===== config.mk =====
export PLATFORM = sky130hd
export DESIGN_NAME = drsc_sequencer
export DESIGN_NICKNAME = d
export VERILOG_FILES = /design/src/design/drsc_pkg.sv /design/src/design/drsc_sequencer.sv
export SDC_FILE = /design/constraint.sdc
export NUM_CORES = 1
export LEC_CHECK = 0
export ABC_CLOCK_PERIOD_IN_PS = 4900
export BUFFER_PORTS_ARGS = -buffer_cell sky130_fd_sc_hd__buf_2
export CAP_MARGIN = 25
export CELL_PAD_IN_SITES_DETAIL_PLACEMENT = 0
export CELL_PAD_IN_SITES_GLOBAL_PLACEMENT = 1
export CORE_MARGIN = 3
export CORE_UTILIZATION = 36
export CTS_CLUSTER_SIZE = 12
export DETAILED_ROUTE_END_ITERATION = 6
export MAX_ROUTING_LAYER = met4
export PLACE_DENSITY = 0.8
export SYNTH_ARGS = -nofsm -noshare
export SYNTH_HDL_FRONTEND = slang
export SYNTH_SLANG_ARGS = --single-unit

===== constraint.sdc =====
create_clock -name clk -period 4.9 [get_ports clk]
set_input_delay 0.98 -clock clk [delete_from_list [all_inputs] [get_ports clk]]
set_output_delay 0.98 -clock clk [all_outputs]
set_load 0.03 [all_outputs]

===== src/design/drsc_pkg.sv =====
// Shared types and constants for the distinct row set counter.
`timescale 1ns / 1ps

package drsc_pkg;

    localparam int MAX_PEOPLE = 128;
    localparam int MAX_TREES  = 64;

    localparam int PERSON_W   = 8;
    localparam int TREE_W     = 7;
    localparam int OP_W       = 2;
    localparam int OUT_W      = 8;
    localparam int ROW_W      = MAX_TREES;
    localparam int ROW_AW     = (MAX_PEOPLE > 1) ? $clog2(MAX_PEOPLE) : 1;
    localparam int CNT_W      = $clog2(MAX_PEOPLE + 1);
    localparam int TREE_IDX_W = (MAX_TREES > 1) ? $clog2(MAX_TREES) : 1;
    localparam int STEP_W     = 4;

    localparam logic [OP_W-1:0] OP_CLEAR  = 2'd0;
    localparam logic [OP_W-1:0] OP_MARK   = 2'd1;
    localparam logic [OP_W-1:0] OP_FINISH = 2'd2;

    // Microprogram step addresses.
    localparam logic [STEP_W-1:0] STEP_IDLE    = 4'd0;
    localparam logic [STEP_W-1:0] STEP_CLEAR   = 4'd1;
    localparam logic [STEP_W-1:0] STEP_MARK_RD = 4'd2;
    localparam logic [STEP_W-1:0] STEP_MARK_WR = 4'd3;
    localparam logic [STEP_W-1:0] STEP_FIN     = 4'd4;
    localparam logic [STEP_W-1:0] STEP_A_CHK   = 4'd5;
    localparam logic [STEP_W-1:0] STEP_A_LATCH = 4'd6;
    localparam logic [STEP_W-1:0] STEP_B_CHK   = 4'd7;
    localparam logic [STEP_W-1:0] STEP_B_CMP   = 4'd8;
    localparam logic [STEP_W-1:0] STEP_NEXT_A  = 4'd9;
    localparam logic [STEP_W-1:0] STEP_EMIT    = 4'd10;
    localparam logic [STEP_W-1:0] STEP_NEW     = 4'd11;

    typedef enum logic [2:0] {
        SEQ_NEXT,
        SEQ_JUMP,
        SEQ_BRANCH,
        SEQ_WAIT,
        SEQ_DISPATCH
    } seq_t;

    typedef enum logic [2:0] {
        TEST_NONE,
        TEST_MARK_BAD,
        TEST_A_DONE,
        TEST_B_DONE,
        TEST_NO_MATCH,
        TEST_OUT_FREE
    } test_t;

    typedef struct packed {
        logic take_in;
        logic clear;
        logic rd_mark;
        logic wr_mark;
        logic fin_init;
        logic rd_a;
        logic ld_row_a;
        logic rd_b;
        logic inc_b;
        logic inc_a;
        logic inc_tally;
        logic ld_out;
    } act_t;

    typedef struct packed {
        seq_t              seq;
        test_t             test;
        logic [STEP_W-1:0] target;
        act_t              act;
    } uword_t;

    typedef struct packed {
        logic mark_bad;
        logic a_done;
        logic b_done;
        logic no_match;
        logic out_free;
    } status_t;

endpackage


===== src/design/drsc_sequencer.sv =====
// Microprogram ROM and step counter with conditional jumps and op dispatch.
`timescale 1ns / 1ps

module drsc_sequencer (
    input  logic                        clk,
    input  logic                        rst_n,
    input  logic                        accept,
    input  logic [drsc_pkg::OP_W-1:0]   operation,
    input  drsc_pkg::status_t           status,
    output drsc_pkg::act_t              act
);
    import drsc_pkg::*;

    logic [STEP_W-1:0] pc_reg;
    logic [STEP_W-1:0] pc_next;
    uword_t            uword;
    logic              cond;

    function automatic uword_t rom(input logic [STEP_W-1:0] step);
        uword_t w;
        w = '0;
        w.seq  = SEQ_NEXT;
        w.test = TEST_NONE;
        unique case (step)
            STEP_IDLE:
            begin
                w.seq         = SEQ_DISPATCH;
                w.act.take_in = 1'b1;
            end
            STEP_CLEAR:
            begin
                w.seq       = SEQ_JUMP;
                w.target    = STEP_IDLE;
                w.act.clear = 1'b1;
            end
            STEP_MARK_RD:
            begin
                w.seq         = SEQ_BRANCH;
                w.test        = TEST_MARK_BAD;
                w.target      = STEP_IDLE;
                w.act.rd_mark = 1'b1;
            end
            STEP_MARK_WR:
            begin
                w.seq         = SEQ_JUMP;
                w.target      = STEP_IDLE;
                w.act.wr_mark = 1'b1;
            end
            STEP_FIN:
            begin
                w.act.fin_init = 1'b1;
            end
            STEP_A_CHK:
            begin
                w.seq      = SEQ_BRANCH;
                w.test     = TEST_A_DONE;
                w.target   = STEP_EMIT;
                w.act.rd_a = 1'b1;
            end
            STEP_A_LATCH:
            begin
                w.act.ld_row_a = 1'b1;
            end
            STEP_B_CHK:
            begin
                w.seq      = SEQ_BRANCH;
                w.test     = TEST_B_DONE;
                w.target   = STEP_NEW;
                w.act.rd_b = 1'b1;
            end
            STEP_B_CMP:
            begin
                // A mismatch moves on to the next earlier row; a match
                // falls through and skips this row as a duplicate without counting it.
                w.seq       = SEQ_BRANCH;
                w.test      = TEST_NO_MATCH;
                w.target    = STEP_B_CHK;
                w.act.inc_b = 1'b1;
            end
            STEP_NEXT_A:
            begin
                w.seq       = SEQ_JUMP;
                w.target    = STEP_A_CHK;
                w.act.inc_a = 1'b1;
            end
            STEP_EMIT:
            begin
                w.seq        = SEQ_WAIT;
                w.test       = TEST_OUT_FREE;
                w.target     = STEP_IDLE;
                w.act.ld_out = 1'b1;
            end
            STEP_NEW:
            begin
                w.seq           = SEQ_JUMP;
                w.target        = STEP_A_CHK;
                w.act.inc_a     = 1'b1;
                w.act.inc_tally = 1'b1;
            end
            default:
            begin
                w.seq    = SEQ_JUMP;
                w.target = STEP_IDLE;
            end
        endcase
        return w;
    endfunction

    assign uword = rom(pc_reg);
    assign act   = uword.act;

    always_comb
    begin
        unique case (uword.test)
            TEST_NONE:     cond = 1'b0;
            TEST_MARK_BAD: cond = status.mark_bad;
            TEST_A_DONE:   cond = status.a_done;
            TEST_B_DONE:   cond = status.b_done;
            TEST_NO_MATCH: cond = status.no_match;
            TEST_OUT_FREE: cond = status.out_free;
            default:       cond = 1'b0;
        endcase
    end

    always_comb
    begin
        pc_next = pc_reg + 4'd1;
        unique case (uword.seq)
            SEQ_NEXT:   pc_next = pc_reg + 4'd1;
            SEQ_JUMP:   pc_next = uword.target;
            SEQ_BRANCH: pc_next = cond ? uword.target : pc_reg + 4'd1;
            SEQ_WAIT:   pc_next = cond ? uword.target : pc_reg;
            SEQ_DISPATCH:
            begin
                pc_next = pc_reg;
                if (accept)
                begin
                    case (operation)
                        OP_CLEAR:  pc_next = STEP_CLEAR;
                        OP_MARK:   pc_next = STEP_MARK_RD;
                        OP_FINISH: pc_next = STEP_FIN;
                        default:   pc_next = STEP_IDLE;
                    endcase
                end
            end
            default:    pc_next = STEP_IDLE;
        endcase
    end

    always_ff @(posedge clk or negedge rst_n)
    begin
        if (!rst_n)
        begin
            pc_reg <= STEP_IDLE;
        end
        else
        begin
            pc_reg <= pc_next;
        end
    end

endmodule


==> results of run 1 <==
## stage by stage
| stage | utilization, % | hold slack (ns) | worst slack, ns | instances |
|---|---|---|---|---|
| 2_1_floorplan | - | 0.558 | 2.29 | 87 |
| 3_3_place_gp | 46.9 | 0.612 | 2.49 | 129 |
| 3_5_place_dp | 46.9 | 0.610 | 2.45 | 129 |
| 4_1_cts | 48.4 | 0.533 | 2.19 | 132 |
| 5_1_grt | 48.4 | 0.530 | 2.03 | 132 |
| 6_report | 48.4 | 0.543 | 2.20 | 132 |
## power by group through the flow
stage                     combinational, mW  sequential, mW  clock (mW)
after floorplan                       0.294          0.0624           0
after global placement                0.347          0.0855           0
after detailed placement              0.344          0.0871           0
after CTS                             0.346          0.0857      0.0430
after global routing                  0.388          0.0905      0.0462
final                                 0.346          0.0864      0.0403
## critical path, cell delays in order (launching register included)
cell and delay [ns]:
dfrtp_1 0.51, inv_1 0.16, ha_1 0.30, and2b_1 0.20
nand2_1 0.11, inv_1 0.05, buf_2 0.17
## cell usage in the layout (no fill, tap or decap), types with 2 or more instances in the layout
| master | n |
|---|---|
| or3_1 | 3 |
| o21a_1 | 3 |
| nand2_1 | 8 |
| clkbuf_4 | 3 |
| nor3b_1 | 2 |
| a31oi_1 | 2 |
| nand2b_1 | 2 |
| and2_1 | 4 |
| o21ai_0 | 3 |
| nor2_1 | 10 |
| ha_1 | 4 |
| dfrtp_1 | 4 |
| o22ai_1 | 3 |
| buf_2 | 21 |
| inv_1 | 5 |
| a21oi_1 | 5 |
| nor3_1 | 3 |
## how the worst max path moves through the flow
stage                      to      start  cells past startpoint  slack [ns]
detailed placement     act[0]  pc_reg[0]                      6        2.45
finish                 act[0]  pc_reg[0]                      6        2.20
CTS                    act[0]  pc_reg[0]                      6        2.19
global route           act[9]  pc_reg[0]                      5        2.03
global placement    pc_reg[0]  status[2]                      7        2.49
floorplan              act[9]  pc_reg[0]                      4        2.29
## cell families after synthesis
kind of cell / count (synthesis) / share of synthesized area (%)
AOI/OAI and AO/OA: 26 / 28.7
adders and majority gates: 4 / 7.81
buffers and inverters: 9 / 7.81
and+or+nand+nor: 42 / 36.9
DFF: 4 / 15.6
muxes: 1 / 1.76
xor gates and xnor gates: 1 / 1.37
## layer usage
| layer | GRT usage [%] | up-vias | share of wire, % | wire length, um |
|---|---|---|---|---|
| met5 | - | - | 0 | 0 |
| met4 | 5.91 | 0 | 0.70 | 12 |
| met2 | 28.1 | 10 | 48 | 825 |
| li1 | - | 351 | - | - |
| met1 | 25.8 | 316 | 50 | 852 |
| met3 | 3.69 | 2 | 1.8 | 31 |
## area by class of cell
class / instances / area, um^2 / share of cell area [%]
clock buffer: 3 / 22.5 / 2.92
tap: 24 / 30.0 / 3.90
sequential: 4 / 100 / 13.0
multi-input combinational: 74 / 490 / 63.6
inverter: 6 / 22.5 / 2.92
timing repair buffer: 21 / 105 / 13.6
==> flow_summary.yaml, run 1 <==
run_status:
  outcome: "finished clean"
synth:
  yosysUniqueCellTypes: 40
  avgSynthCellArea_um2: 7.36
  syn-num-nets: 101
  ys_ff_latch: 4
  yosys_warnings: 0
  syn_inst: 87
  ys.flop_type: "dfrtp_1"
  synthTopCellsByCount: "10 x nor2_1, 8 x nand2_1, 5 x a21oi_1, 5 x inv_1"
  yosysTopAreaCell: "dfrtp_1"
  yosysSeqAreaShare_pct: 15.6
  synth_top_area_share_pct: 15.6
  syn_area_um2: 641
  yosysMostFrequentCell: "nor2_1"
  netlist_top_cells_area: "dfrtp_1 16%, ha_1 7.8%, nor2_1 5.9%"
  async_flop_share_pct: 100
  synth_edf_count: 0
global_route:
  grt_max_degree: 18
  grt_pass1_vias: 673
  grt_pass1_wl_mm: 3.04
  grt_usage_pct: 19.0
  grt_overflow: 0
  antenna_found_initial: 0
die:
  ios: 22
  dieWidth_um: 48.2
  start_util_pct: 40.2
  die_h_um: 48.2
  rows: 14
  core_mm2: 0.00159
  die-area_mm2: 0.00232
cts:
  cts_resized: 0
  h-tree-depth: 1
  numCtsBuffers: 3
  cts_hold_buf: 0
  cts.sinks: 4
  cts_buffer_depth: 2
  cts_root_buf: "clkbuf_4"
  cts_setup_buffers: 0
  path_clk_slew_ns: 0.04
  cts_tree: "yes"
  clk-insertion-delay-late_ns: 0.23
cells_and_area:
  diodes: 0
  largest_reg_flops: 4
  nFillCells: 168
  fin_nets: 124
  layout-drive-gt1-share_pct: 31.5
  fin_area_um2: 771
  area_delta_synth_final_pct: 20.3
setup_path:
  crit_type: "reg -> out"
  worstReg2RegStart: "pc_reg[0]"
  reg2reg_setup_slack_ns: 2.58
  critPathCaptureType: "output pin"
  cp.arrival_ns: 1.72
  r2r_end: "pc_reg[0]"
  required_ns: 3.92
  crit_fanout: 10
  reg2reg_depth: 8
  startpoint_type: "register"
power_and_ir_drop:
  p_per_area_mw_per_mm2: 614
  peakVddDrop_v: 0.000298
  p_int_mw: 0.211
  p_clk_share_pct: 8.5
  leakagePower_nw: 0.371
  power.total_mw: 0.473
  p_comb_share_pct: 73.2
  power_frac_seq_pct: 18.3
  power_switching_share_pct: 55.3
  p_switching_mw: 0.262
route:
  antenna_left: 0
  viasPerCell: 5.14
  totalWireLength_mm: 1.72
  drc: 0
  dr.pass1.iters: 4
  avgRoutedWirePerCell_um: 13.0
  via_count: 679
  drtIter0Drc: 8
sta:
  slew_headroom_pct: 65.2
  tns_ns: 0
  setup_violations: 0
  period_minus_slack_ns: 2.70
  min_period_over_period_pct: 55.1
  skew_ns: 0.00316
  max_clock_freq_mhz: 370
  finalHoldViolations: 0
  rsz0062_at_grt: "no"
  slew_violations: 0
  tightest_slew_ns: 0.521
place:
  gp_congestion: 0.810
  dp_hpwl_mm: 1.33
  port_buffers: 21
  placed_area_um2: 748
job:
  drv_cap: 0
worst_hold_path:
  min_path_type: "in -> async"
No activity file was read; power rests on OpenSTA's default activity.
==> run 2: changes to the inputs <==
ABC_AREA = 1   (was not set)
ABC_CLOCK_PERIOD_IN_PS = 2620   (was 4900)
CORE_ASPECT_RATIO = 0.7   (was not set)
CORE_UTILIZATION = 35   (was 36)
PLACE_DENSITY = 0.77   (was 0.8)
clock period = 2.62 ns   (was 4.9 ns; I/O delays follow)
==> run 2 against run 1 <==
Effect of this change: die area up 17%; final area increased by 13%; first-iteration DRC count grew to 4.1 times the previous value; power rose by 92%; critical path type unchanged.
==> flow_summary.yaml, run 2 <==
setup_path:
  crit_type: "reg -> out"
  crit_fanout: 7
  cp.arrival_ns: 1.67
  reg2reg_depth: 13
  cp_cell_sequence: "inv_1 > ha_1 > nand2_1 > inv_1 > buf_2"
  r2r_end: "pc_reg[0]"
  crit_buf_inv: 3
  reg2reg_setup_slack_ns: 0.60
  crit_top_cell: "inv_1"
  cp-startpoint: "pc_reg[0]"
  required_ns: 2.10
  worst_path_max_delay_cell: "dfrtp_1"
  max_stage_delay_ns: 0.45
  startpoint_type: "register"
  path_depth: 5
  critPathCaptureType: "output pin"
  worstReg2RegStart: "pc_reg[0]"
  path_delay_family: "buffers and inverters"
  critPathCapture: "act[11]"
die:
  start_util_pct: 38.4
  rows: 13
  ios: 22
  core_mm2: 0.00194
  dieWidth_um: 61.1
  die_h_um: 44.6
  die-area_mm2: 0.00272
sta:
  slew_violations: 0
  setup_ws_ns: 0.425
  holdWs_ns: 0.0757
  skew_ns: 0.00506
  tightest_slew_ns: 0.576
  finalHoldViolations: 0
  period_minus_slack_ns: 2.20
  setup_violations: 0
  min_period_over_period_pct: 83.8
  slew_headroom_pct: 61.6
  tns_ns: 0
  rsz0062_at_grt: "no"
  max_clock_freq_mhz: 455
cells_and_area:
  mostFrequentLayoutCell: "buf_2"
  area_delta_synth_final_pct: 17.3
  diodes: 0
  layout-drive-gt1-share_pct: 39.7
  mostFrequentLayoutCells: "21 x buf_2, 19 x nand2_1, 16 x inv_1, 11 x nand3_1, 10 x nor2_1"
  final_cells: 153
  largest_reg_flops: 4
  fin_nets: 147
cts:
  clk-insertion-delay-late_ns: 0.24
  h-tree-depth: 1
  cts_buffer_depth: 2
  cts_root_buf: "clkbuf_4"
  cts.sinks: 4
  numCtsBuffers: 3
  path_clk_slew_ns: 0.04
  cts_resized: 0
  cts_setup_buffers: 0
  cts_tree: "yes"
  cts_hold_buf: 0
synth:
  ys.flop_type: "dfrtp_1"
  synth_edf_count: 0
  ys_ff_latch: 4
  netlist_top_cells_area: "dfrtp_1 13%, nand2_1 9.6%, inv_1 8.1%"
  avgSynthCellArea_um2: 6.82
  async_flop_share_pct: 100
  yosysSeqAreaShare_pct: 13.5
  syn_inst: 109
  yosysTopAreaCell: "dfrtp_1"
  synth_top_area_share_pct: 13.5
  yosys_warnings: 0
  syn-num-nets: 123
  syn_area_um2: 743
  yosysUniqueCellTypes: 30
  yosysMostFrequentCell: "nand2_1"
  synthTopCellsByCount: "19 x nand2_1, 16 x inv_1, 11 x nand3_1, 10 x nor2_1, 6 x nand2_2"
job:
  drv_cap: 0
power_and_ir_drop:
  p_int_mw: 0.349
  leakagePower_nw: 0.521
  p_clk_share_pct: 8.6
  p_switching_mw: 0.557
  power_frac_seq_pct: 15.1
  power_switching_share_pct: 61.5
  p_comb_share_pct: 76.3
  peakVddDrop_v: 0.000356
  p_per_area_mw_per_mm2: 1040
global_route:
  grt_pass1_wl_mm: 3.04
  antenna_found_initial: 0
  grt_max_degree: 9
  grt_pass1_vias: 681
  grt_overflow: 0
  grt_usage_pct: 15.1
route:
  avgRoutedWirePerCell_um: 11.7
  dr.pass1.iters: 4
  drtIter0Drc: 33
  via_count: 740
  drc: 0
  viasPerCell: 4.84
  antenna_left: 0
  totalWireLength_mm: 1.79
place:
  gp_congestion: 0.797
  placed_cells: 150
  port_buffers: 21
  dp_hpwl_mm: 1.48
  place_ws_ns: 0.651
run_status:
  outcome: "finished clean"
worst_hold_path:
  min_path_type: "in -> async"
-- run 2: kinds of logic after synthesis --
logic type	count (synthesis)	synth area share, %
flops	4	13.5
buf+inv	23	15.2
simple gates	69	55.4
fa+ha+maj	4	6.73
xor+xnor	1	1.18
compound gates	8	8.08
-- run 2: metal layers --
metal / vias up / wire length, um / global-route usage (%)
met3: 2 / 92 / 0
met1: 324 / 928 / 22.5
met4: 0 / 19 / 3.90
met2: 26 / 745 / 22.6
met5: - / 0 / -
li1: 388 / - / -
-- run 2: final cells by class --
class / count / area [um^2]
fill: 199 / 1060
multi-input combinational: 82 / 531
timing repair buffer: 21 / 105
sequential: 4 / 100
inverter: 21 / 86.3
tap: 22 / 27.5
clock buffer: 3 / 22.5
-- run 2: worst min-delay path by stage --
stage	start	endpoint	slack [ns]
2_1_floorplan	rst_n	pc_reg[0]	0.23
3_3_place_gp	rst_n	pc_reg[0]	0.33
3_5_place_dp	rst_n	pc_reg[2]	0.33
4_1_cts	rst_n	pc_reg[3]	0.08
5_1_grt	rst_n	pc_reg[0]	0.08
6_report	rst_n	pc_reg[3]	0.08
-- run 2: power groups by stage --
stage	clock network, mW	registers [mW]	logic, mW
2_1_floorplan	0	0.101	0.595
6_report	0.0779	0.137	0.692
3_3_place_gp	0	0.136	0.696
5_1_grt	0.0816	0.143	0.777
4_1_cts	0.0794	0.137	0.691
3_5_place_dp	0	0.138	0.687
-- run 2: per-stage QoR --
step,power (mW),area (um^2),util (%)
2_1_floorplan,0.696,743,-
3_3_place_gp,0.832,850,43.9
3_5_place_dp,0.824,850,43.9
4_1_cts,0.907,872,45.1
5_1_grt,1.00,872,45.1
6_report,0.906,872,45.1
